File: config.mk
export PLATFORM = sky130hd
export DESIGN_NAME = fma_seq
export DESIGN_NICKNAME = d
export VERILOG_FILES = /design/src/fma_pkg.sv /design/src/fma_seq.sv
export SDC_FILE = /design/constraint.sdc
export NUM_CORES = 1
export LEC_CHECK = 0
export ABC_AREA = 1
export BUFFER_PORTS_ARGS = -buffer_cell sky130_fd_sc_hd__buf_2
export CORE_ASPECT_RATIO = 0.6
export CORE_UTILIZATION = 45
export CTS_CLUSTER_DIAMETER = 100
export DETAILED_ROUTE_END_ITERATION = 8
export GPL_ROUTABILITY_DRIVEN = 0
export PLACE_DENSITY = 0.74
export SYNTH_ARGS = -nofsm -noshare
export SYNTH_HDL_FRONTEND = slang
export SYNTH_SLANG_ARGS = --single-unit
File: constraint.sdc
create_clock -name clk_i -period 2.95 [get_ports clk_i]
set_input_delay 0.1475 -clock clk_i [delete_from_list [all_inputs] [get_ports clk_i]]
set_output_delay 0.1475 -clock clk_i [all_outputs]
set_load 0.01 [all_outputs]
File: src/fma_pkg.sv
// ----------------------------------------------------------------------------
// fma_pkg
// Shared sizes, register indexes and types for the frame moving average.
// ----------------------------------------------------------------------------
`default_nettype none

package fma_pkg;

  localparam int unsigned MAX_BINS   = 1024;
  localparam int unsigned MAX_PERIOD = 16;
  localparam int unsigned SAMPLE_W   = 24;
  localparam int unsigned SUM_W      = 28;

  localparam int unsigned BIN_W    = $clog2(MAX_BINS);
  localparam int unsigned SLOT_W   = $clog2(MAX_PERIOD);
  localparam int unsigned PERIOD_W = 5;
  localparam int unsigned NBINS_W  = 11;
  localparam int unsigned CFG_W    = 11;
  localparam int unsigned CFG_IDX_W = 1;
  localparam int unsigned RING_AW  = SLOT_W + BIN_W;

  localparam logic [CFG_IDX_W-1:0] REG_PERIOD = 1'd0;
  localparam logic [CFG_IDX_W-1:0] REG_NBINS  = 1'd1;

  typedef struct packed {
    logic [BIN_W-1:0]    bin;
    logic                last;
    logic [PERIOD_W-1:0] frames;
    logic                ring_full;
    logic                sum_valid;
  } ctl_t;

  function automatic logic [SUM_W-1:0] sext_sum(input logic [SAMPLE_W-1:0] x);
    sext_sum = {{(SUM_W - SAMPLE_W){x[SAMPLE_W-1]}}, x};
  endfunction

endpackage

`default_nettype wire

File: src/fma_seq.sv
// ----------------------------------------------------------------------------
// fma_seq
// Configuration registers and frame counters: bin, ring slot, filled frames.
// ----------------------------------------------------------------------------
`default_nettype none

module fma_seq (
  input  wire logic                            clk_i,
  input  wire logic                            rst_ni,
  input  wire logic                            cfg_we_i,
  input  wire logic [fma_pkg::CFG_IDX_W-1:0]   cfg_idx_i,
  input  wire logic [fma_pkg::CFG_W-1:0]       cfg_data_i,
  input  wire logic                            adv_i,
  output fma_pkg::ctl_t                        ctl_o,
  output logic      [fma_pkg::RING_AW-1:0]     ring_addr_o
);

  logic [fma_pkg::PERIOD_W-1:0] period_q, period_d;
  logic [fma_pkg::NBINS_W-1:0]  nbins_q, nbins_d;
  logic [fma_pkg::BIN_W-1:0]    bin_q, bin_d;
  logic [fma_pkg::SLOT_W-1:0]   slot_q, slot_d;
  logic [fma_pkg::PERIOD_W-1:0] filled_q, filled_d;
  logic                         clear;

  logic [fma_pkg::PERIOD_W-1:0] eff_p;
  logic [fma_pkg::NBINS_W-1:0]  eff_nb;
  logic [fma_pkg::NBINS_W-1:0]  bin_inc;
  logic [fma_pkg::PERIOD_W-1:0] slot_inc;
  logic [fma_pkg::PERIOD_W-1:0] filled_inc;
  logic                         last;

  always_comb begin
    if (period_q == '0) begin
      eff_p = fma_pkg::PERIOD_W'(1);
    end else if (period_q > fma_pkg::PERIOD_W'(fma_pkg::MAX_PERIOD)) begin
      eff_p = fma_pkg::PERIOD_W'(fma_pkg::MAX_PERIOD);
    end else begin
      eff_p = period_q;
    end
    if (nbins_q == '0) begin
      eff_nb = fma_pkg::NBINS_W'(1);
    end else if (nbins_q > fma_pkg::NBINS_W'(fma_pkg::MAX_BINS)) begin
      eff_nb = fma_pkg::NBINS_W'(fma_pkg::MAX_BINS);
    end else begin
      eff_nb = nbins_q;
    end
  end

  assign bin_inc    = fma_pkg::NBINS_W'(bin_q) + fma_pkg::NBINS_W'(1);
  assign slot_inc   = fma_pkg::PERIOD_W'(slot_q) + fma_pkg::PERIOD_W'(1);
  assign filled_inc = filled_q + fma_pkg::PERIOD_W'(1);
  assign last       = (bin_inc >= eff_nb);

  always_comb begin
    period_d = period_q;
    nbins_d  = nbins_q;
    clear    = 1'b0;
    if (cfg_we_i) begin
      unique case (cfg_idx_i)
        fma_pkg::REG_PERIOD: begin
          period_d = cfg_data_i[fma_pkg::PERIOD_W-1:0];
          clear    = 1'b1;
        end
        fma_pkg::REG_NBINS: begin
          nbins_d = cfg_data_i[fma_pkg::NBINS_W-1:0];
          clear   = 1'b1;
        end
        default: begin
          clear = 1'b0;
        end
      endcase
    end
  end

  always_comb begin
    bin_d    = bin_q;
    slot_d   = slot_q;
    filled_d = filled_q;
    if (clear) begin
      bin_d    = '0;
      slot_d   = '0;
      filled_d = '0;
    end else if (adv_i) begin
      if (last) begin
        bin_d  = '0;
        slot_d = (slot_inc == eff_p) ? '0 : slot_inc[fma_pkg::SLOT_W-1:0];
        if (filled_q < eff_p) begin
          filled_d = filled_inc;
        end
      end else begin
        bin_d = bin_inc[fma_pkg::BIN_W-1:0];
      end
    end
  end

  always_ff @(posedge clk_i or negedge rst_ni) begin
    if (!rst_ni) begin
      period_q <= fma_pkg::PERIOD_W'(8);
      nbins_q  <= fma_pkg::NBINS_W'(fma_pkg::MAX_BINS);
      bin_q    <= '0;
      slot_q   <= '0;
      filled_q <= '0;
    end else begin
      period_q <= period_d;
      nbins_q  <= nbins_d;
      bin_q    <= bin_d;
      slot_q   <= slot_d;
      filled_q <= filled_d;
    end
  end

  always_comb begin
    ctl_o.bin       = bin_q;
    ctl_o.last      = last;
    ctl_o.frames    = (filled_inc > eff_p) ? eff_p : filled_inc;
    ctl_o.ring_full = (filled_q == eff_p);
    ctl_o.sum_valid = (filled_q != '0);
  end

  assign ring_addr_o = {slot_q, bin_q};

endmodule

`default_nettype wire

* Yosys cells after proc, flatten, opt, wreduce, memory -nomap -nowiden
Cells that the tools add are included.
** Word-level totals
- Bits in registers :: 35
- Input port bits :: 16
- Output and inout bits :: 32
- Word-level logic and storage cells :: 43
** Cells by class
- Add/sub/neg operators :: 3
- Order comparisons :: 5
- Equality and inequality tests :: 2
- Mux-type cells :: 17
- Bitwise gates (word level) :: 1
- Reductions and logical operators :: 10
** Operators with widths (number)
- 5-bit two-way mux :: 7
- 10-bit two-way mux :: 3
- 11-bit two-way mux :: 2
- 4-bit two-way mux :: 4
- 10-bit by 1-bit adder with 11-bit output (second input constant) :: 1
- 11-bit >= comparator :: 1
- 11-bit greater-than comparator (second input constant) :: 1
- 11-bit logical NOT :: 1
- 5-bit equality test :: 2
- 2-bit AND reduction :: 3
- 2-bit nonzero test :: 3
- 4-bit by 1-bit adder with 5-bit output (second input constant) :: 1
- 5-bit by 1-bit adder with 5-bit output (second input constant) :: 1
- 5-bit greater-than comparator :: 1
- 5-bit greater-than comparator (second input constant) :: 1
- 5-bit logical NOT :: 1
- 5-bit < comparator :: 1
- 5-bit nonzero test :: 1
- 3-bit AND reduction :: 1
- 1-bit two-way mux :: 1
- 1-bit inverter :: 1

* Longest topological paths before layout
- Depth after elaboration :: 8
- Depth in mapped cells :: 17
- Depth with buffers taken out :: 17

* Worst setup path after synthesis
No wires, ideal clock.
- Path kind :: reg2reg
- Start :: reg bin_q[0] (netlist bit)
- End :: reg filled_q[0] (netlist bit)
- Setup time :: 0.117 ns
- Arrival :: 2.258 ns
- Data required time :: 2.833 ns
- Slack :: 0.575 ns
- Cell stages (with the launch flop) :: 17
- Path buffers :: 1
- Clock period less this slack :: 2.375 ns
- Path through :: dfrtp_1 -> ha_1 -> nand3_1 -> nor2_1 -> nand2_1 -> xor2_1 -> inv_1 -> ha_1 -> nand2_1 -> nand2_1 -> nand3_1 -> nand2_1 -> nor2_2 -> nand3_4 -> buf_8 -> nand4_1 -> nand2_1
** On the way
- Cells in the longest elaborated chain, start to end :: 4
** RTL lines
- start: declaration :: RTL line fma_seq.sv:20 : logic [fma_pkg::BIN_W-1:0] bin_q, bin_d;
- start signal: assignment :: RTL line fma_seq.sv:106 : bin_q <= bin_d;
- 10-bit by 1-bit adder with 11-bit output :: RTL line fma_seq.sv:49 : assign bin_inc = fma_pkg::NBINS_W'(bin_q) + fma_pkg::NBINS_W'(1);
- 11-bit >= comparator :: RTL line fma_seq.sv:52 : assign last = (bin_inc >= eff_nb);
- 2-bit nonzero test (no line)
- 3-bit AND reduction (no line)
- end signal: assignment :: RTL line fma_seq.sv:108 : filled_q <= filled_d;
- end: declaration :: RTL line fma_seq.sv:22 : logic [fma_pkg::PERIOD_W-1:0] filled_q, filled_d;
Every way passes these cells.
A chain may end at the register's enable or synchronous reset.

==> results.txt <==
synthesis-to-layout area growth -> 15.3%
startpoint class of the critical path -> flop
M3 GR Usage -> 5.45%
clock latency on the worst-skew pair -> 0.29 ns
Final Hold Fails -> 0
post-route antenna net violation count -> 0
most frequent cell after synthesis -> nand2_1
global routing met1 resource utilization -> 30.8%
total gr overflow -> 0
Final Setup Violations -> 0
status -> complete, no violations
most instantiated cells after synthesis -> nand2_1, inv_1, dfrtp_1
Ys Warns -> 0
Leak -> 1.66 nW
routing usage on met2 -> 26.6%
total global-route track usage -> 19.9%
Final nets -> 435
post-synth top area share -> 31.1%
Worst Setup Slack, final -> 0.171 ns
Detailed Route WL -> 6140 um
Die X -> 101 um
VDD IR-drop max -> 236 uV
global routing's busiest layer -> met1
first-pass GRT wire length -> 9330 um
initial antenna violation count -> 0
Crit path required time -> 2.80 ns
worst clock skew -> 0.00148 ns
register bit total from synthesis -> 35
Synth Net Count -> 393
Top Ports -> 48
Post-synth top flop -> dfrtp_1
Initial DRC Count -> 155
DR vias/cell -> 5.03
Root Driver -> clkbuf_8
Synth Cell Area -> 2660 um^2
DR pass1 iterations -> 5
clk slew on worst S/H paths -> 0.07 ns
total vias in the final route -> 2391
Num CTS Buffers -> 5
residual DRC count -> 0
leading area contributor after synthesis -> dfrtp_1
htree depth -> 2
CP Class -> flop to output port
Core Box Area -> 5620 um^2
post-layout total power -> 1.90 mW
Port Buf Inserts -> 47
Least-Margin Pin Slew -> 0.839 ns
Power Density -> 620 nW/um^2
CTS Sinks -> 35
FP Rows -> 21
number of global-route vias before repair -> 1946
CP Capture Type -> output port
HP Class -> input port to flop
Period minus WS final -> 2.78 ns
share of cells above drive strength 1 -> 23.3%
Starting Density -> 47.3%
Seq/Total Area, Yosys -> 33.1%
die height -> 61.5 um
Synth area leaders -> dfrtp_1, nand2_1, ha_1, inv_1, xor2_1
RSZ-0062 raised after global routing -> true
Post-DP HPWL -> 4590 um
n_diodes -> 0
Synth Instances -> 352
Max-slew headroom -> 44.0%
Max FO, Critical Path -> 6
CTS tree -> yes
f_max -> 360 MHz
largest net degree at the start of global routing -> 36
WL/cell -> 12.9 um
ys async rst share -> 100%
period utilization -> 94.2%
Slew Limit Fails -> 0
number of synthesized flops with an enable pin -> 0
total of max-cap violations -> 0
Clock Tree Buf Depth -> 2
total die area -> 6230 um^2
Syn Area/Cell -> 7.55 um^2
pre-CTS setup slack -> 0.142 ns
synth unique cells -> 32
Arrival @ worst endpoint -> 2.63 ns
[stage by stage]
stage | setup TNS, ns | instance area, um^2 | cells | hold WS (ns) | util [%]
2_1_floorplan | 0 | 2660 | 352 | -0.148 | -
3_3_place_gp | 0 | 2870 | 462 | 0.274 | 51.1
3_5_place_dp | 0 | 2870 | 462 | 0.279 | 51.1
4_1_cts | 0 | 3000 | 471 | 0.0745 | 53.3
5_1_grt | -0.0138 | 3060 | 475 | 0.0790 | 54.5
6_report | 0 | 3060 | 475 | 0.0864 | 54.5
[worst max-delay path, cell delays in order (launching register included)]
cell and delay [ns]:
dfrtp_2 0.45, ha_1 0.24, nand3_1 0.13, xor2_2 0.20
inv_1 0.11, ha_4 0.29, nand4_1 0.16, o221ai_2 0.24
o21ai_1 0.19, o21ai_0 0.18, buf_2 0.16
[kinds of logic (layout without fill, tap and decap cells)]
family | Yosys count | count (layout) | share of synthesized area (%)
AO/OA/AOI/OAI | 36 | 37 | 8.62
XOR/XNOR | 12 | 12 | 3.95
adder cells (fa/ha/maj) | 25 | 25 | 11.8
buffers and inverters | 64 | 106 | 11.2
flip-flops | 35 | 35 | 33.1
multiplexers | 5 | 5 | 2.12
AND/OR/NAND/NOR | 175 | 175 | 29.3
[power breakdown]
part / internal [mW] / switching [mW] / total, mW
registers: 0.548 / 0.0939 / 0.642
logic: 0.314 / 0.492 / 0.807
clock network: 0.273 / 0.178 / 0.452
[sequential cells by signal, summed over array words and instances, names as in the netlist]
name,flops
bin_q,10
filled_q,5
nbins_q,11
period_q,5
slot_q,4
[layer usage]
metal / wire [um] / share of wire (%)
met4: 43 / 0.70
met5: 0 / 0
met2: 2360 / 38
met3: 514 / 8.4
met1: 3220 / 52
[worst paths after layout]
kind,from,end,slack [ns],depth (start not counted)
min in group asynchronous,rst_ni,bin_q[1],0.48,2
max in group asynchronous,rst_ni,bin_q[0],1.93,2
worst min register to register,nbins_q[0],nbins_q[0],0.50,2
worst max-delay path,filled_q[0],ctl_o[3],0.17,10
worst min-delay path,cfg_data_i[6],nbins_q[6],0.09,2
worst max register to register,nbins_q[1],filled_q[1],0.25,15
[cells in the final DEF, fill, tap and decap left out, drive strengths merged]
cell type    count
a21oi            8
nor4             1
mux2             5
nand4           13
ha              25
nor3             5
o221ai           1
dfrtp           33
clkinv           1
nand2          101
dfstp            2
inv             47
xor2            12
bufinv           1
clkbuf           6
dlygate4sd3      1
nor2            34
buf             50
nand3           18
o22ai            5
or2              2
o21ai           23
nand3b           1
[timing repair]
action | CTS | global route
buffers inserted | 0 | 3
resized for setup | 0 | 7
endpoints found under the setup margin | 0 | 18
endpoints found under the hold margin | 33 | 0
hold buffers | 1 | 0
[area by class of cell]
class	instances	area [um^2]
clock inverters	2	35.0
well taps	80	100
flip-flops and latches	35	881
fillers	530	2560
repair buffers	51	268
inverters	47	176
clock buffers	6	82.6
multi-input cells	254	1520
No activity file was read; power rests on OpenSTA's default activity.
