==> config.mk <==
export PLATFORM = sky130hd
export DESIGN_NAME = fma_accum
export DESIGN_NICKNAME = d
export VERILOG_FILES = /design/src/fma_pkg.sv /design/src/fma_accum.sv
export SDC_FILE = /design/constraint.sdc
export NUM_CORES = 1
export LEC_CHECK = 0
export BUFFER_PORTS_ARGS = -buffer_cell sky130_fd_sc_hd__buf_2
export CELL_PAD_IN_SITES_DETAIL_PLACEMENT = 0
export CELL_PAD_IN_SITES_GLOBAL_PLACEMENT = 1
export CORE_ASPECT_RATIO = 2
export CORE_MARGIN = 8
export CORE_UTILIZATION = 42
export CTS_BUF_LIST = sky130_fd_sc_hd__clkbuf_16
export DETAILED_ROUTE_END_ITERATION = 12
export PLACE_DENSITY = 0.85
export SYNTH_ARGS = -nofsm -noshare
export SYNTH_HDL_FRONTEND = slang
export SYNTH_SLANG_ARGS = --single-unit
==> constraint.sdc <==
create_clock -name clk_i -period 4.8 [get_ports clk_i]
set_clock_uncertainty 0.15 [all_clocks]
set_input_delay 0.48 -clock clk_i [delete_from_list [all_inputs] [get_ports clk_i]]
set_output_delay 0.48 -clock clk_i [all_outputs]
set_load 0.01 [all_outputs]
==> src/fma_pkg.sv <==
// ----------------------------------------------------------------------------
// fma_pkg
// Shared sizes, register indexes and types for the frame moving average.
// ----------------------------------------------------------------------------
`default_nettype none

package fma_pkg;

  localparam int unsigned MAX_BINS   = 1024;
  localparam int unsigned MAX_PERIOD = 16;
  localparam int unsigned SAMPLE_W   = 24;
  localparam int unsigned SUM_W      = 28;

  localparam int unsigned BIN_W    = $clog2(MAX_BINS);
  localparam int unsigned SLOT_W   = $clog2(MAX_PERIOD);
  localparam int unsigned PERIOD_W = 5;
  localparam int unsigned NBINS_W  = 11;
  localparam int unsigned CFG_W    = 11;
  localparam int unsigned CFG_IDX_W = 1;
  localparam int unsigned RING_AW  = SLOT_W + BIN_W;

  localparam logic [CFG_IDX_W-1:0] REG_PERIOD = 1'd0;
  localparam logic [CFG_IDX_W-1:0] REG_NBINS  = 1'd1;

  typedef struct packed {
    logic [BIN_W-1:0]    bin;
    logic                last;
    logic [PERIOD_W-1:0] frames;
    logic                ring_full;
    logic                sum_valid;
  } ctl_t;

  function automatic logic [SUM_W-1:0] sext_sum(input logic [SAMPLE_W-1:0] x);
    sext_sum = {{(SUM_W - SAMPLE_W){x[SAMPLE_W-1]}}, x};
  endfunction

endpackage

`default_nettype wire

==> src/fma_accum.sv <==
// ----------------------------------------------------------------------------
// fma_accum
// Read-modify-write of the window sums, sum forwarding and output register.
// ----------------------------------------------------------------------------
`default_nettype none

module fma_accum (
  input  wire logic                              clk_i,
  input  wire logic                              rst_ni,
  input  wire logic                              in_accept_i,
  input  wire fma_pkg::ctl_t                     ctl_i,
  input  wire logic [fma_pkg::SAMPLE_W-1:0]      sample_re_i,
  input  wire logic [fma_pkg::SAMPLE_W-1:0]      sample_im_i,
  input  wire logic [2*fma_pkg::SAMPLE_W-1:0]    ring_rd_i,
  input  wire logic [2*fma_pkg::SUM_W-1:0]       sum_rd_i,
  input  wire logic                              out_ready_i,
  output logic                                   in_ready_o,
  output logic                                   sum_we_o,
  output logic      [fma_pkg::BIN_W-1:0]         sum_waddr_o,
  output logic      [2*fma_pkg::SUM_W-1:0]       sum_wdata_o,
  output logic                                   out_valid_o,
  output logic      [fma_pkg::SUM_W-1:0]         sum_re_o,
  output logic      [fma_pkg::SUM_W-1:0]         sum_im_o,
  output logic      [fma_pkg::PERIOD_W-1:0]      frames_o,
  output logic      [fma_pkg::BIN_W-1:0]         bin_o,
  output logic                                   last_o
);

  logic                            s1_valid_q;
  fma_pkg::ctl_t                   s1_ctl_q;
  logic [fma_pkg::SAMPLE_W-1:0]    s1_re_q, s1_im_q;
  logic                            s1_fwd_q;
  logic [2*fma_pkg::SUM_W-1:0]     s1_fwd_data_q;
  logic                            s1_adv;

  logic [fma_pkg::SUM_W-1:0] old_re, old_im, drop_re, drop_im, new_re, new_im;

  assign s1_adv     = s1_valid_q && (!out_valid_o || out_ready_i);
  assign in_ready_o = !s1_valid_q || s1_adv;

  always_comb begin
    if (s1_fwd_q) begin
      old_re = s1_fwd_data_q[fma_pkg::SUM_W-1:0];
      old_im = s1_fwd_data_q[2*fma_pkg::SUM_W-1:fma_pkg::SUM_W];
    end else if (s1_ctl_q.sum_valid) begin
      old_re = sum_rd_i[fma_pkg::SUM_W-1:0];
      old_im = sum_rd_i[2*fma_pkg::SUM_W-1:fma_pkg::SUM_W];
    end else begin
      old_re = '0;
      old_im = '0;
    end
    if (s1_ctl_q.ring_full) begin
      drop_re = fma_pkg::sext_sum(ring_rd_i[fma_pkg::SAMPLE_W-1:0]);
      drop_im = fma_pkg::sext_sum(ring_rd_i[2*fma_pkg::SAMPLE_W-1:fma_pkg::SAMPLE_W]);
    end else begin
      drop_re = '0;
      drop_im = '0;
    end
    new_re = old_re - drop_re + fma_pkg::sext_sum(s1_re_q);
    new_im = old_im - drop_im + fma_pkg::sext_sum(s1_im_q);
  end

  assign sum_we_o    = s1_adv;
  assign sum_waddr_o = s1_ctl_q.bin;
  assign sum_wdata_o = {new_im, new_re};

  always_ff @(posedge clk_i or negedge rst_ni) begin
    if (!rst_ni) begin
      s1_valid_q  <= 1'b0;
      out_valid_o <= 1'b0;
    end else begin
      if (in_accept_i) begin
        s1_valid_q <= 1'b1;
      end else if (s1_adv) begin
        s1_valid_q <= 1'b0;
      end
      if (s1_adv) begin
        out_valid_o <= 1'b1;
      end else if (out_ready_i) begin
        out_valid_o <= 1'b0;
      end
    end
  end

  always_ff @(posedge clk_i) begin
    if (in_accept_i) begin
      s1_ctl_q      <= ctl_i;
      s1_re_q       <= sample_re_i;
      s1_im_q       <= sample_im_i;
      s1_fwd_q      <= s1_adv && (s1_ctl_q.bin == ctl_i.bin);
      s1_fwd_data_q <= {new_im, new_re};
    end
    if (s1_adv) begin
      sum_re_o <= new_re;
      sum_im_o <= new_im;
      frames_o <= s1_ctl_q.frames;
      bin_o    <= s1_ctl_q.bin;
      last_o   <= s1_ctl_q.last;
    end
  end

endmodule

`default_nettype wire

# Word-level counts from Yosys, hierarchy flattened
# Cells that the tools add are included.
[totals] word_cells=39 output_inout_bits=141 ff_bits=197 inputBits=174
[op_classes] n_eq_ne=1 muxes=10 n_reduce_logical=8 n_addsub=4
[ops] operator="28-bit 2-to-1 mux" count=6
[ops] operator="28-bit adder" count=2
[ops] operator="28-bit subtractor" count=2
[ops] operator="10-bit equality test" count=1
[ops] operator="1-bit 2-to-1 mux" count=4
[ops] operator="2-bit nonzero test" count=2
[ops] operator="1-bit logical AND" count=2
[ops] operator="1-bit zero test" count=2
[ops] operator="1-bit logical OR" count=2

# Depth between registers and ports, before layout
# Gate-level depths: netlist of run 1.
[logic_depth] word_depth=5 ltp_mapped=15 ltp_nobuf=13

# Worst setup path before layout of run 1
# Ideal clock, no wire load.
[synth_timing] kind="reg2out" start="register s1_fwd_q" end="output sum_wdata_o[26] (netlist name)" arrival_time_ps=3727 setup_slack_ps=443 n_path_buf=2 stages_incl_launch_ff=15 t_required_ps=4170 cell_sequence="edfxtp_1 > nor2b_1 > clkbuf_1 > clkbuf_1 > a22oi_1 > fa_1 > inv_1 > fa_1 > a21oi_1 > o211ai_2 > o211a_4 > a221oi_4 > nor4b_2 > and3_1 > nor4_1"
[synth_between] elab_chain_len=3
[synth_lines] element="from (decl)" line="fma_accum.sv:32" source="logic s1_fwd_q;"
[synth_lines] element="from (signal assigned)" line="fma_accum.sv:90" source="s1_fwd_q <= s1_adv && (s1_ctl_q.bin == ctl_i.bin);"
[synth_lines] element="28-bit 2-to-1 mux" line="fma_accum.sv:42" source="if (s1_fwd_q) begin"
[synth_lines] element="28-bit subtractor" line="fma_accum.sv:59" source="new_re = old_re - drop_re + fma_pkg::sext_sum(s1_re_q);"
[synth_lines] element="28-bit adder" line="fma_accum.sv:59"
[synth_lines] element="to (decl)" line="fma_accum.sv:20" source="output logic [2*fma_pkg::SUM_W-1:0] sum_wdata_o,"
# No other way between the ends.

# Final worst setup path of run 1
[layout_timing] start="register s1_fwd_q" end="output sum_wdata_o[14] (netlist name)"
# Same word-level chain as after synthesis.

==> results of run 1 <==
worst min path at each step:
stage          cells after the start                       to
3_3_place_gp                       1  out_valid_o$_DFFE_PN0P_
3_5_place_dp                       1  out_valid_o$_DFFE_PN0P_
5_1_grt                            1    s1_ctl_q[5]$_DFFE_PP_
4_1_cts                            1    s1_re_q[13]$_DFFE_PP_
6_report                           1    s1_re_q[20]$_DFFE_PP_
2_1_floorplan                      0  out_valid_o$_DFFE_PN0P_
Yosys cell counts, types with 2 or more instances:
cell / number
a211o_1: 3
a211oi_1: 5
a21boi_0: 3
a21o_1: 16
a21oi_1: 49
a21oi_2: 3
a221o_1: 3
a22o_1: 8
a22oi_1: 48
a31oi_1: 7
a31oi_2: 2
a41oi_1: 2
and2_1: 51
and3_1: 3
buf_1: 5
buf_4: 10
clkbuf_1: 24
dfrtp_1: 2
edfxtp_1: 195
fa_1: 54
ha_1: 58
inv_1: 147
nand2_1: 41
nand2b_1: 6
nand3_1: 17
nand4_1: 8
nor2_1: 27
nor2b_1: 5
nor3_1: 5
nor4_1: 3
o211ai_2: 3
o21a_1: 5
o21ai_0: 21
o21ai_1: 3
o21bai_1: 7
xnor2_1: 49
xor2_1: 16
cell type report:
type / count / share of cell area, %
Antenna cell: 2 / 0.0341
Clock buffer: 17 / 2.90
Clock inverter: 15 / 1.04
Inverter: 147 / 3.76
Multi-Input combinational cell: 556 / 35.7
Sequential cell: 197 / 40.2
Tap cell: 348 / 2.97
Timing Repair Buffer: 346 / 13.4
kinds of logic after synthesis:
logic type                 count (synthesis)
AOI/OAI and AO/OA                        204
DFF                                      197
buffers and inverters                    187
and+or+nand+nor                          174
adders and majority gates                112
xor gates and xnor gates                  65
muxes                                      1
sequential cells by signal, indices dropped and copies added, names as in the netlist, 5 cells and up:
name and cells:
sum_im_o 28, s1_im_q 24, sum_waddr_o 10, sum_re_o 28
s1_ctl_q 8, s1_re_q 24, frames_o 5, bin_o 10
s1_fwd_data_q 56
repair_timing:
| item | in CTS | in global routing |
|---|---|---|
| gates resized for setup | 27 | 75 |
| hold buffers | 1 | 0 |
| pin swaps | 5 | 17 |
| endpoints found under the setup margin | 25 | 23 |
| gates cloned | 1 | 2 |
| buffers inserted | 5 | 7 |
| hold endpoints to repair | 2 | 0 |
cell usage in the layout, fill, tap and decap left out, types with 4 or more instances in the layout:
cell / n
clkbuf_16: 19
nand2b_1: 6
a21o_1: 16
xnor2_2: 12
inv_1: 147
ha_2: 15
o21bai_1: 7
nor2_1: 25
o21a_1: 5
buf_12: 5
a31oi_1: 5
fa_1: 52
o21ai_0: 17
buf_6: 4
edfxtp_1: 195
xor2_1: 14
a21oi_2: 13
buf_2: 312
a211oi_1: 4
a22oi_2: 9
buf_4: 20
and2_1: 49
nand2_1: 38
a21oi_1: 37
ha_1: 41
nand4_1: 8
xnor2_1: 36
inv_6: 5
a22oi_1: 39
nor2b_1: 4
nand3_1: 16
a22o_1: 8
through the flow:
step | power, mW | instances | TNS [ns] | utilization, % | hold slack, ns
global route | 9.91 | 1628 | -0.440 | 54.8 | 0.0217
detailed placement | 7.42 | 1578 | 0 | 50.0 | 0.118
finish | 9.38 | 1628 | 0 | 54.8 | 0.0396
global placement | 7.35 | 1578 | 0 | 50.0 | 0.116
floorplan | 5.65 | 940 | 0 | - | 0.0344
CTS | 9.04 | 1617 | 0 | 53.0 | 0.0155
worst max-delay path, cell delays in order, from the launching register on:
cell and delay, ns:
edfxtp_1 0.43, nor2b_4 0.19, buf_12 0.15, buf_12 0.12, a22oi_2 0.05, fa_1 0.51, inv_2 0.05, fa_2 0.42
a21oi_4 0.18, o211ai_2 0.09, o211a_4 0.17, a221oi_4 0.38, buf_4 0.19, nor2_1 0.06, a31oi_1 0.22, xnor2_1 0.23
buf_2 0.20
routing by layer:
layer	vias up	GRT usage, %
met1	4302	18.1
met3	50	3.84
met2	223	41.4
met4	0	9.40
met5	-	0
li1	3942	-
report_power, final:
| part | switching [mW] | internal (mW) |
|---|---|---|
| Sequential | 0.150 | 2.76 |
| Clock | 0.680 | 0.770 |
| Combinational | 3.00 | 2.02 |
| Total | 3.83 | 5.55 |
==> metrics.txt, run 1 <==
row count=85; Worst Setup SP=s1_fwd_q$_DFFE_PP_; drt drc=0; cts bufs inserted=17; core footprint=26800 um2; top sig layer=met4; clock insertion delay at the later pin of the skew report=approximately 0.46 ns; Worst setup EP type=primary output; grt total ovfl=0; Post-Syn Area=11400 um2; fin crit share=98.9%; Final Setup Violations=0; layout cells sized above 1=a little under two fifths; Compound-Gate Fraction of Synth Area=12.8%; P&R area growth vs syn=28.7%; final hold vios=0; WL met1=approximately 11000 um; dominant synthesized flop cell=edfxtp_1; worst reg2reg path depth=16; vias=8517; worst-path fanout max=5; worst slew pin tran=between 0.6 and 0.7 ns; CP Launch Type=flop; Total Wirelength=34200 um; initial antenna violation count=3; CTS Buffer Depth=2; Fill cells=2358; Worst Hold Class=primary input to flop; CP required=4.17 ns; unrepaired setup endpoints after global routing=true; synthesized area per cell=12.1 um2; I/O pin count=315; Post-Syn Instances=940; post-synthesis simple-gate area fraction=under 10%; Post-Synth Adder-Cell Area=~16%; Worst Min Path Start=sample_re_i[20]; Cell Area, Placed=13400 um2; CTS H-tree lvls=4; post-synthesis mux area share=0.0878%; Maximum Capacitance Violations=0; RR Startpoint=s1_fwd_q$_DFFE_PP_; Final GP Congestion=0.967; final slew viol count=0; setup ws final=0.0514 ns; Root Buffer=clkbuf_16; Synth async-reset ratio=1.02%; YS warnings=0; status=complete, no violations; Die X=133 um; IO buf count=314; worst rel slew slack=58.4%; fin crit period=4.75 ns; Seq cells post-synth=197; CTS tree=yes; die area=33000 um2; DR WL/cell=21.0 um; final instance area=14700 um2; Post-Synth XOR/XNOR Area=4.99%; via/cell ratio=5.23; Mapped Nets=roughly 1200; Clock transition at path regs=approximately 0.070 ns; Peak Freq=211 MHz; number of unique standard cell types used by synthesis=63; HPWL Detailed=about 26000 um; largest net degree at the start of global routing=65; synth top area cells=edfxtp_1 51%, fa_1 9.5%, ha_1 6.4%, inv_1 4.8%, xnor2_1 3.8%; crit path kind=flop to primary output; FF-to-FF setup slack=0.85 ns; post-layout net count=approximately 1600; number of global-route vias before repair=9229; leak pwr=6.43 nW; crit path to=sum_wdata_o[14]; area share of the largest cell type after synthesis=51.4%; Iter 0 DRT Violations=417; post-detailed-route count of antenna-violating nets=0; gr usage total=20.3%; routed wl met3=~1300 um; top cell type by total area after synthesis=edfxtp_1; Sink Count=197; Crit Reg-Reg Endpoint=s1_fwd_data_q[14]$_DFFE_PP_; first-pass GRT wire length=50800 um; Pwr per Cell Area=~640 nW/um2; 1st-pass router iterations=4; combinational family with the most area after synthesis=adder cells; EDFF count, synth=roughly 200; setup slack at placement=0.0686 ns; met2 routed WL=roughly 21000 um; worst path arrival time=4.12 ns; worst IR drop on VDD=0.372 mV; sequential area share after synthesis=51.8%; Die Span Y=between 200 and 250 um; Initial Utilization=between 40% and 50%; footprint of the multi-input gates=5230 um2; Register Area=5910 um2
Note: power is estimated with default switching activity, not from simulation.
==> run 2, diff against run 1 <==
--- a/config.mk
+++ b/config.mk
@@ -6,14 +6,15 @@
 export NUM_CORES = 1
 export LEC_CHECK = 0
 export BUFFER_PORTS_ARGS = -buffer_cell sky130_fd_sc_hd__buf_2
+export CAP_MARGIN = 5
 export CELL_PAD_IN_SITES_DETAIL_PLACEMENT = 0
 export CELL_PAD_IN_SITES_GLOBAL_PLACEMENT = 1
 export CORE_ASPECT_RATIO = 2
 export CORE_MARGIN = 8
-export CORE_UTILIZATION = 42
+export CORE_UTILIZATION = 35
 export CTS_BUF_LIST = sky130_fd_sc_hd__clkbuf_16
 export DETAILED_ROUTE_END_ITERATION = 12
-export PLACE_DENSITY = 0.85
+export PLACE_DENSITY = 0.74
 export SYNTH_ARGS = -nofsm -noshare
 export SYNTH_HDL_FRONTEND = slang
 export SYNTH_SLANG_ARGS = --single-unit
==> metrics.txt, run 2 (same netlist as run 1, synthesis figures left out) <==
status=complete, no violations (unchanged); Pwr per Cell Area=639 nW/um2 (about the same); Worst setup EP type=primary output (unchanged); unrepaired setup endpoints after global routing=true (unchanged); Sink Count=197 (unchanged); Worst Min Path Start=ctl_i[4] (was sample_re_i[20]); layout cells sized above 1=37.9% (was 37.0%); largest registers=s1_fwd_data_q x56, sum_im_o x28, sum_re_o x28 (unchanged); CTS tree=yes (unchanged); clock insertion delay at the later pin of the skew report=0.46 ns (about the same); Die X=144 um (was 133 um); Clock transition at path regs=0.09 ns (was 0.07 ns); row count=93 (was 85); Maximum Capacitance Violations=0 (unchanged); initial antenna violation count=10 (was 3); Final Setup Violations=0 (unchanged); grt total ovfl=0 (unchanged); Initial Utilization=35.5% (was 42.5%); crit path kind=flop to primary output (unchanged); CP required=4.17 ns (about the same); worst path arrival time=4.11 ns (was 4.12 ns); worst slew pin tran=0.605 ns (was 0.624 ns); worst rel slew slack=59.6% (was 58.4%); IO buf count=314 (unchanged); final instance area=15000 um2 (was 14700 um2); leak pwr=6.53 nW (was 6.43 nW); cts bufs inserted=17 (unchanged); fin util=46.7% (was 54.8%); hold endpoint=s1_ctl_q[4]$_DFFE_PP_ (was s1_re_q[20]$_DFFE_PP_); final slew viol count=0 (unchanged); worst-path fanout max=14 (was 5); core footprint=32100 um2 (was 26800 um2); Cell Area, Placed=13500 um2 (was 13400 um2); Peak Freq=211 MHz (about the same); Placed Cells=1662 (was 1578); vias=8367 (was 8517); most common cell after layout, fill and taps aside=buf_2 (unchanged); Net Sw Frac=41.2% (was 40.9%); Total Wirelength=36300 um (was 34200 um); first-pass GRT wire length=53600 um (was 50800 um); CTS H-tree lvls=4 (unchanged); via/cell ratio=4.84 (was 5.23); Fill cells=3104 (was 2358); footprint of the multi-input gates=5300 um2 (was 5230 um2); Worst Hold Class=primary input to flop (unchanged); Comb pwr share=53.6% (was 53.5%); Sw Pwr=3.94 mW (was 3.83 mW); RR Startpoint=s1_fwd_q$_DFFE_PP_ (unchanged); number of global-route vias before repair=9277 (was 9229); Iter 0 DRT Violations=299 (was 417); fin crit share=98.8% (was 98.9%); Pint=5.63 mW (was 5.55 mW); drt drc=0 (unchanged); Root Buffer=clkbuf_16 (unchanged); DR WL/cell=21.0 um (about the same); 1st-pass router iterations=5 (was 4); Crit Reg-Reg Endpoint=s1_fwd_data_q[50]$_DFFE_PP_ (was s1_fwd_data_q[14]$_DFFE_PP_); Register Area=5910 um2 (unchanged); CTS Buffer Depth=2 (unchanged); FF-to-FF setup slack=0.89 ns (was 0.85 ns); P&R area growth vs syn=31.5% (was 28.7%); largest net degree at the start of global routing=49 (was 65); most frequent cells in the layout=313 x buf_2, 195 x edfxtp_1, 147 x inv_1 (was 312 x buf_2, 195 x edfxtp_1, 147 x inv_1); final hold vios=0 (unchanged); most flop-heavy register=s1_fwd_data_q (unchanged); die area=39000 um2 (was 33000 um2); Seq pwr share=30.3% (was 31.0%); fin crit period=4.74 ns (was 4.75 ns); Final GP Congestion=0.868 (was 0.967); worst IR drop on VDD=0.323 mV (was 0.372 mV); I/O pin count=315 (unchanged); max FFs per register=56 (unchanged); CP Launch Type=flop (unchanged); post-layout net count=1565 (was 1551); HPWL Detailed=27900 um (was 26200 um); gr usage total=18.8% (was 20.3%); hold depth=1 (unchanged); Die Span Y=271 um (was 249 um); worst reg2reg path depth=13 (was 16); clock share of power=16.1% (was 15.5%); final std cells w/o fill=1730 (was 1628); post-detailed-route count of antenna-violating nets=0 (unchanged)
## run 2: worst max-delay path: stages, from the launching register on
cell	delay, ns
edfxtp_1	0.45
buf_4	0.20
clkbuf_16	0.19
a22oi_1	0.23
fa_1	0.45
inv_1	0.10
ha_4	0.22
a21oi_1	0.16
nor2_1	0.10
a211oi_2	0.23
o41ai_4	0.16
a221o_1	0.45
a221oi_2	0.32
xnor2_2	0.19
buf_2	0.19
## run 2: how the worst max path moves through the flow
stage	from	endpoint	slack, ns	cells after the start
2_1_floorplan	s1_fwd_q$_DFFE_PP_	sum_wdata_o[26]	0.44	14
4_1_cts	s1_fwd_q$_DFFE_PP_	sum_wdata_o[26]	-0.05	16
6_report	s1_fwd_q$_DFFE_PP_	sum_wdata_o[45]	0.06	14
3_3_place_gp	s1_fwd_q$_DFFE_PP_	sum_wdata_o[24]	0.34	14
3_5_place_dp	s1_fwd_q$_DFFE_PP_	sum_wdata_o[55]	0.27	13
5_1_grt	s1_fwd_q$_DFFE_PP_	sum_wdata_o[27]	-0.11	14
## run 2: what timing repair did
action	in CTS	in global routing
cloned	2	1
endpoints found under the hold margin	2	0
pin swaps	6	26
buffers inserted	10	11
endpoints found under the setup margin	25	24
hold buffers	1	0
resized for setup	51	52
## run 2: cell type report
class / instances / area share, %
diodes: 11 / 0.184
clock buffers: 17 / 2.84
clock inverters: 15 / 1.38
inverters: 147 / 3.68
multi-input cells: 556 / 35.4
flip-flops and latches: 197 / 39.4
well taps: 427 / 3.56
repair buffers: 360 / 13.6
## run 2: layer usage
metal  up-vias  wire length, um  track usage, %
met5         -                0               0
met3        51             1610            3.75
met2       229            21900            37.9
met1      4100            11700            16.9
met4         0             1080            8.93
li1       3987                -               -
## run 2: power by group through the flow
| stage | sequential [mW] | combinational, mW | clock, mW |
|---|---|---|---|
| 6_report | 2.90 | 5.14 | 1.54 |
| 2_1_floorplan | 3.05 | 2.60 | 0 |
| 5_1_grt | 2.95 | 5.60 | 1.63 |
| 3_3_place_gp | 2.92 | 4.56 | 0 |
| 3_5_place_dp | 2.93 | 4.58 | 0 |
| 4_1_cts | 2.90 | 4.92 | 1.58 |
## run 2: metrics by stage
step	setup WS, ns	hold slack [ns]	power, mW	setup TNS, ns
2_1_floorplan	0.443	0.0344	5.65	0
3_3_place_gp	0.342	0.116	7.47	0
4_1_cts	-0.0480	0.00557	9.40	-0.0721
5_1_grt	-0.110	0.00747	10.2	-0.550
3_5_place_dp	0.270	0.120	7.51	0
6_report	0.0578	0.0361	9.57	0
==> run 3, diff against run 2 <==
--- a/config.mk
+++ b/config.mk
@@ -10,7 +10,6 @@
 export CELL_PAD_IN_SITES_DETAIL_PLACEMENT = 0
 export CELL_PAD_IN_SITES_GLOBAL_PLACEMENT = 1
 export CORE_ASPECT_RATIO = 2
-export CORE_MARGIN = 8
 export CORE_UTILIZATION = 35
 export CTS_BUF_LIST = sky130_fd_sc_hd__clkbuf_16
 export DETAILED_ROUTE_END_ITERATION = 12
==> constraint.sdc (replaced) <==
create_clock -name clk_i -period 5.61 [get_ports clk_i]
set_clock_uncertainty 0.15 [all_clocks]
set_input_delay 0.561 -clock clk_i [delete_from_list [all_inputs] [get_ports clk_i]]
set_output_delay 0.561 -clock clk_i [all_outputs]
set_load 0.01 [all_outputs]
==> metrics.txt, run 3 (same netlist as run 1, synthesis figures left out) <==
status=complete, no violations (unchanged); Net Sw Frac=41.5% (was 41.2%); Pint=4.39 mW (was 5.63 mW); core footprint=32100 um2 (unchanged); hold depth=1 (unchanged); CP Launch Type=flop (unchanged); total power=7.51 mW (was 9.57 mW); cts bufs inserted=17 (unchanged); worst reg2reg path depth=12 (was 13); post-layout net count=1532 (was 1565); vias=8138 (was 8367); Sink Count=197 (unchanged); row count=93 (unchanged); CTS H-tree lvls=4 (unchanged); final hold vios=0 (unchanged); RR Startpoint=s1_ctl_q[1]$_DFFE_PP_ (was s1_fwd_q$_DFFE_PP_); via/cell ratio=4.80 (was 4.84); Maximum Capacitance Violations=0 (unchanged); hold endpoint=s1_re_q[14]$_DFFE_PP_ (was s1_ctl_q[4]$_DFFE_PP_); Initial Utilization=35.5% (unchanged); worst IR drop on VDD=0.278 mV (was 0.323 mV); Final Setup Violations=0 (unchanged); Iter 0 DRT Violations=312 (was 299); worst path arrival time=4.59 ns (was 4.11 ns); P&R area growth vs syn=23.6% (was 31.5%); largest net degree at the start of global routing=85 (was 49); largest registers=s1_fwd_data_q x56, sum_im_o x28, sum_re_o x28 (unchanged); gr usage total=20.0% (was 18.8%); CTS tree=yes (unchanged); fin crit share=approximately 95%; unrepaired setup endpoints after global routing=false (was true); crit path kind=flop to primary output (unchanged); I/O pin count=315 (unchanged); first-pass GRT wire length=48300 um (was 53600 um); clock share of power=16.9% (was 16.1%); setup slack at placement=0.537 ns (was 0.270 ns); drt drc=0 (unchanged); 1st-pass router iterations=5 (unchanged); FF-to-FF setup slack=1.31 ns (was 0.89 ns); Worst Hold Class=primary input to flop (unchanged); most flop-heavy register=s1_fwd_data_q (unchanged); clock insertion delay at the later pin of the skew report=0.46 ns (about the same); HPWL Detailed=25100 um (was 27900 um); CP required=4.90 ns (was 4.17 ns); Comb pwr share=50.1% (was 53.6%); grt total ovfl=0 (unchanged); setup ws final=0.305 ns (was 0.0578 ns); Sw Pwr=3.11 mW (was 3.94 mW); Setup TNS Final=0 ns (unchanged); fin crit period=5.31 ns; worst slew pin tran=0.858 ns (was 0.605 ns); Die X=130 um (was 144 um); Die Span Y=257 um (was 271 um); Total Wirelength=32200 um (was 36300 um); worst rel slew slack=42.8% (was 59.6%); IO buf count=314 (unchanged); Clock transition at path regs=0.09 ns (about the same); DR WL/cell=19.0 um (was 21.0 um); initial antenna violation count=10 (unchanged); max FFs per register=56 (unchanged); Final GP Congestion=0.892 (was 0.868); Peak Freq=188 MHz; most common cell after layout, fill and taps aside=buf_2 (unchanged); Crit Reg-Reg Endpoint=s1_fwd_data_q[54]$_DFFE_PP_ (was s1_fwd_data_q[50]$_DFFE_PP_); die area=33300 um2 (was 39000 um2); post-detailed-route count of antenna-violating nets=0 (unchanged); leak pwr=6.20 nW (was 6.53 nW); Worst Min Path Start=sample_re_i[14] (was ctl_i[4]); worst-path fanout max=31 (was 14); final slew viol count=0 (unchanged); CTS Buffer Depth=2 (unchanged); Root Buffer=clkbuf_16 (unchanged); Seq pwr share=33.0% (was 30.3%); Pwr per Cell Area=533 nW/um2 (was 639 nW/um2); Worst setup EP type=primary output (unchanged); most frequent cells in the layout=313 x buf_2, 195 x edfxtp_1, 147 x inv_1 (unchanged); number of global-route vias before repair=8869 (was 9277); layout cells sized above 1=30.2% (was 37.9%)
run 3: power groups by stage:
| stage | Sequential, mW | Clock (mW) | Combinational, mW |
|---|---|---|---|
| 2_1_floorplan | 2.61 | 0 | 2.22 |
| 3_3_place_gp | 2.50 | 0 | 3.76 |
| 3_5_place_dp | 2.52 | 0 | 3.77 |
| 4_1_cts | 2.48 | 1.31 | 3.79 |
| 5_1_grt | 2.53 | 1.34 | 4.13 |
| 6_report | 2.48 | 1.27 | 3.76 |
run 3: repair_timing:
item / in CTS / in global routing
hold buffers: 1 / 0
hold endpoints to repair: 2 / 0
resized for setup: 0 / 3
endpoints found under the setup margin: 0 / 6
buffers inserted: 0 / 4
run 3: layout make-up:
class	count	area (um2)
Fill cell	3144	18000
Clock inverter	15	179
Multi-Input combinational cell	556	4770
Antenna cell	8	20.0
Sequential cell	197	5910
Timing Repair Buffer	327	1700
Inverter	147	552
Tap cell	427	534
Clock buffer	17	425
run 3: through the flow:
stage	instance area, um2	util [%]	hold WS, ns	std cells
after detailed placement	13400	41.8	0.200	1649
after floorplan	11400	-	0.115	940
after global routing	14100	43.9	0.0946	1694
final	14100	43.9	0.116	1694
after global placement	13400	41.8	0.197	1649
after CTS	14000	43.7	0.0846	1682
run 3: critical path, stage by stage (launching register included):
cell	delay (ns)
edfxtp_1	0.77
buf_4	0.46
and2_1	0.21
fa_1	0.41
inv_1	0.07
ha_1	0.29
a211o_1	0.33
a31oi_2	0.24
o211ai_2	0.18
a41oi_2	0.30
o211ai_2	0.17
a21oi_1	0.26
xnor2_1	0.23
buf_2	0.20
run 3: layer usage:
layer / global-route usage, % / share of wire (%) / routed length, um / vias up
met2: 40.5 / 61 / 19600 / 244
li1: - / - / - / 3914
met1: 18.3 / 33 / 10700 / 3930
met5: 0 / 0.071 / 23 / -
met3: 2.93 / 3.3 / 1050 / 46
met4: 9.95 / 2.7 / 873 / 4
run 3: how the worst max path moves through the flow:
stage | from | to | cells past startpoint
global route | s1_ctl_q[1]$_DFFE_PP_ | sum_wdata_o[55] | 13
CTS | s1_ctl_q[1]$_DFFE_PP_ | sum_wdata_o[26] | 13
finish | s1_ctl_q[1]$_DFFE_PP_ | sum_wdata_o[54] | 13
floorplan | s1_fwd_q$_DFFE_PP_ | sum_wdata_o[26] | 14
global placement | s1_ctl_q[1]$_DFFE_PP_ | sum_wdata_o[26] | 13
detailed placement | s1_ctl_q[1]$_DFFE_PP_ | sum_wdata_o[26] | 13
